==> src/hdl/ihd_pkg.sv <==
// Shared types and constants for the impact hit detector.
`timescale 1ns / 1ps
package ihd_pkg;
    localparam int SAMPLE_BITS  = 24;
    localparam int HP_BITS      = SAMPLE_BITS + 1;
    localparam int SUM_BITS     = HP_BITS + 2;
    localparam int DSUM_BITS    = SUM_BITS + 1;
    localparam int DCH_BITS     = HP_BITS + 1;
    localparam int DELAY_SLOTS  = 64;
    localparam int WINDOW_SLOTS = 64;
    localparam int DA_BITS      = $clog2(DELAY_SLOTS);
    localparam int WA_BITS      = $clog2(WINDOW_SLOTS);
    localparam int DW_BITS      = SUM_BITS + 4 * HP_BITS;
    localparam int WW_BITS      = DSUM_BITS + 4 * DCH_BITS;
    localparam int REFR_MUL     = 3906;
    localparam int RECIP_125    = 8589935;
    localparam int RECIP_SHIFT  = 30;

    // Register indexes on the configuration port.
    localparam logic [2:0] REG_SHIFT  = 3'd0;
    localparam logic [2:0] REG_THRESH = 3'd1;
    localparam logic [2:0] REG_MINDUR = 3'd2;
    localparam logic [2:0] REG_REFR   = 3'd3;
    localparam logic [2:0] REG_SETTLE = 3'd4;
    localparam logic [2:0] REG_DDEPTH = 3'd5;
    localparam logic [2:0] REG_WDEPTH = 3'd6;

    typedef enum logic [2:0] {
        ST_IDLE, ST_LOAD, ST_DIFF, ST_SCAN, ST_TAIL, ST_DONE
    } t_state;

    typedef enum logic [1:0] {
        MODE_IDLE = 2'd0, MODE_ARMED = 2'd1, MODE_REFR = 2'd2, MODE_SETTLE = 2'd3
    } t_mode;

    typedef struct packed {
        logic capture;
        logic load;
        logic diff;
        logic scan_rd;
        logic finish;
    } t_cmd;

    typedef struct packed {
        logic fire;
        logic scan_last;
        logic out_free;
    } t_sts;

    typedef struct packed {
        logic [4:0]  baseline_shift;
        logic [28:0] hit_threshold;
        logic [15:0] min_duration;
        logic [15:0] refr_samples;
        logic [15:0] settle_samples;
        logic [6:0]  diff_depth;
        logic [6:0]  window_depth;
    } t_cfg;
endpackage

==> src/hdl/ihd_ctrl.sv <==
// Sequencing state machine for the impact hit detector.
`timescale 1ns / 1ps
module ihd_ctrl import ihd_pkg::*; (
    input  logic i_clk,
    input  logic i_rst_n,
    input  logic i_in_valid,
    output logic o_in_stall,
    input  t_sts i_sts,
    output t_cmd o_cmd
);
    t_state r_state, n_state;

    // State register.
    always_ff @(posedge i_clk) begin
        if (!i_rst_n) begin
            r_state <= ST_IDLE;
        end else begin
            r_state <= n_state;
        end
    end

    // Next state and commands.
    always_comb begin
        n_state    = r_state;
        o_cmd      = '0;
        o_in_stall = (r_state != ST_IDLE);
        unique case (r_state)
            ST_IDLE: begin
                if (i_in_valid) begin
                    o_cmd.capture = 1'b1;
                    n_state = ST_LOAD;
                end
            end
            ST_LOAD: begin
                o_cmd.load = 1'b1;
                n_state = ST_DIFF;
            end
            ST_DIFF: begin
                o_cmd.diff = 1'b1;
                n_state = i_sts.fire ? ST_SCAN : ST_DONE;
            end
            ST_SCAN: begin
                o_cmd.scan_rd = 1'b1;
                if (i_sts.scan_last) n_state = ST_TAIL;
            end
            ST_TAIL: begin
                n_state = ST_DONE;
            end
            ST_DONE: begin
                if (i_sts.out_free) begin
                    o_cmd.finish = 1'b1;
                    n_state = ST_IDLE;
                end
            end
            default: n_state = ST_IDLE;
        endcase
    end
endmodule

==> config.mk <==
export PLATFORM = sky130hd
export DESIGN_NAME = ihd_ctrl
export DESIGN_NICKNAME = d
export VERILOG_FILES = /design/src/hdl/ihd_pkg.sv /design/src/hdl/ihd_ctrl.sv
export SDC_FILE = /design/constraint.sdc
export NUM_CORES = 1
export LEC_CHECK = 0
export ABC_CLOCK_PERIOD_IN_PS = 1200
export BUFFER_PORTS_ARGS = -buffer_cell sky130_fd_sc_hd__clkbuf_2
export CAP_MARGIN = 20
export CORE_AREA = 2 2 39 41
export CTS_CLUSTER_DIAMETER = 60
export DETAILED_ROUTE_END_ITERATION = 12
export DIE_AREA = 0 0 41 43
export GPL_TIMING_DRIVEN = 0
export PLACE_DENSITY = 0.4
export SLEW_MARGIN = 10
export SYNTH_ARGS = -nofsm -noshare
export SYNTH_HDL_FRONTEND = slang
export SYNTH_SLANG_ARGS = --single-unit
==> constraint.sdc <==
create_clock -name i_clk -period 1.2 [get_ports i_clk]
set_input_delay 0.24 -clock i_clk [delete_from_list [all_inputs] [get_ports i_clk]]
set_output_delay 0.24 -clock i_clk [all_outputs]
set_load 0.1 [all_outputs]
==> results.tsv <==
metric	value	unit
r2r_start	r_state[1]	
required	0.96	ns
layout-drive-gt1-share	74.6	%
rsz0062_at_grt	yes	
synth-compound-area-share	27.3	%
grt_max_degree	11	
synth_simple_gate_area_share	38.8	%
setup_viol	8	
ff2ff_path_depth	6	
synth_ff_type	dfxtp_1	
start_kind	register	
worstSkewPairLatency	0.24	ns
cts_hold_buf	0	
maxCapViolations	0	
cts_tree	done	
synth_top_family_by_area	simple AND/OR/NAND/NOR gates	
status	finished with violations	
drc_errors	0	
yosys-top-cells-area	dfxtp_1 (23%), nor2_1 (8.6%), a21oi_1 (5.7%)	
drt-pass1-iter-count	4	
critPathLaunch	r_state[2]	
detail-route-antenna-nets	0	
fp.dieW	41	um
setup-tns-final	-2.10	ns
yosysWarningCount	0	
dieArea	1760	um^2
slew_headroom	84.0	%
cp.depth	4	
largest_reg_flops	3	
num_io_pins	12	
slowest_stage	or3_4	
die_height	43	um
hold_viol_final	0	
worstHoldStart	i_rst_n	
row_count	14	
worst_pin_slew	0.237	ns
dp_slack	-0.423	ns
crit_path_max_incr_delay	0.36	ns
violations	negative setup slack	
cts_buffer_depth	2	
path_clk_slew	0.04	ns
muxShareOfSynthArea	0	%
min_delay_path_depth	2	
grt_pass1_wl	1.46	mm
root_buffer	clkbuf_4	
grt_pass1_vias	356	
wl	948	um
cellLeakagePower	0.000292	uW
largest-register	r_state	
syn_nets	41	
critPathMaxFanout	8	
cts.sinks	3	
hold_path.class	in -> reg	
worstSetupPathType	reg -> out	
synth.most_common_cell	nor2_1	
p_per_area	1860	nW/um^2
start_util	18.9	%
finClkSkew	0.00397	ns
min_period	1.63	ns
cp-end-kind	output port	
cp_top_family	simple AND/OR/NAND/NOR gates	
antenna_found_initial	0	
wire_per_inst	12.0	um
reg.largest.list	r_state: 3 flops	
slew_violations	0	
crit_buf_inv	2	
final_nets	70	
via_per_inst	4.66	
holdWs	0.256	ns
synthTopCellsByCount	nor2_1 (6), a21oi_1 (3), dfxtp_1 (3)	
vias	368	
async_flop_share	0	%
max_freq	0.613	GHz
drt_iter0_drc	5	
finalPower	1300	uW
ys_seq_elements	3	
synth-seq-area-share	23.0	%
fin_ws	-0.430	ns
yosys.area.top_type	dfxtp_1	
synthXorXnorAreaFrac	0	%
synthDistinctLibCells	22	
syn_area	262	um^2
peakVddDrop	0.611	mV
rrSetupSlack	-0.19	ns
synth_cells	35	
cp.arrival	1.39	ns
syn_area_per_cell	7.47	um^2
place.gp.congestion	0.735	
min_period_over_period	136	%
area_delta_synth_final	167	%
cts-htree-levels	1	
overflow	0	
grt_use_total	12.8	%
synthAdderAreaFrac	0	%
cts_buffers	3	
antennaDiodeCount	0	
crit_chain	buf_8 -> or3_4 -> nor2_4 -> clkbuf_16	
core	1380	um^2
synth_edf_count	0	
synth_top_cell_area_share	23.0	%
port_buffers	11	
[report_power, final]
part           total [uW]  switching (uW)  internal (uW)
logic                 966             506            461
clock network         192            66.4            126
registers             139            15.1            124
[cells by family after synthesis]
family	count (synthesis)
flops	3
compound gates	10
buf+inv	5
simple gates	17
[final timing paths]
check,endpoint
worst max-delay path,o_cmd[4]
worst min-delay path,r_state[2]
worst max register to register,r_state[1]
worst min register to register,r_state[1]
[stage by stage]
step                      cell area, um^2  cells  utilization, %
after floorplan                       323     35               -
after global placement                398     62            28.8
after detailed placement              398     62            28.8
after CTS                             643     75            46.5
after global routing                  699     79            50.5
final                                 699     79            50.5
[metal layers]
metal,up-vias,part of all wire (%),GRT usage (%)
met5,-,0,0
met4,0,0.53,6.00
met3,2,6.1,7.85
met2,12,55,19.4
met1,176,38,13.4
li1,178,-,-
[worst reg2reg max path: cells and delay by family (launching register included)]
family                 cells  cell delay, ns
AND/OR/NAND/NOR            1            0.50
buffers and inverters      3            0.33
flip-flops                 1            0.31
AO/OA/AOI/OAI              2            0.13
[cell type report]
type                    instances  area, um^2
plain buffers                   3        37.5
clock buffers                   4        26.3
fillers                       120         684
inverters                       2        7.51
multi-input cells              27         234
flip-flops and latches          3        66.3
well taps                      16        20.0
repair buffers                 24         308
[cell usage in the layout, fill, tap and decap left out, types with 2 or more instances in the layout]
cell type / n
a21oi_1: 2
a21oi_2: 2
buf_4: 6
buf_6: 8
clkbuf_16: 6
clkbuf_2: 5
clkbuf_4: 3
dfxtp_2: 2
nand2_1: 2
nor2_1: 2
nor2_4: 4
[repair_timing]
item | 4_1_cts | 5_1_grt
buffers inserted | 9 | 6
endpoints found under the setup margin | 7 | 9
pin swaps | 5 | 3
resized for setup | 24 | 9
No activity file was read; power rests on OpenSTA's default activity.
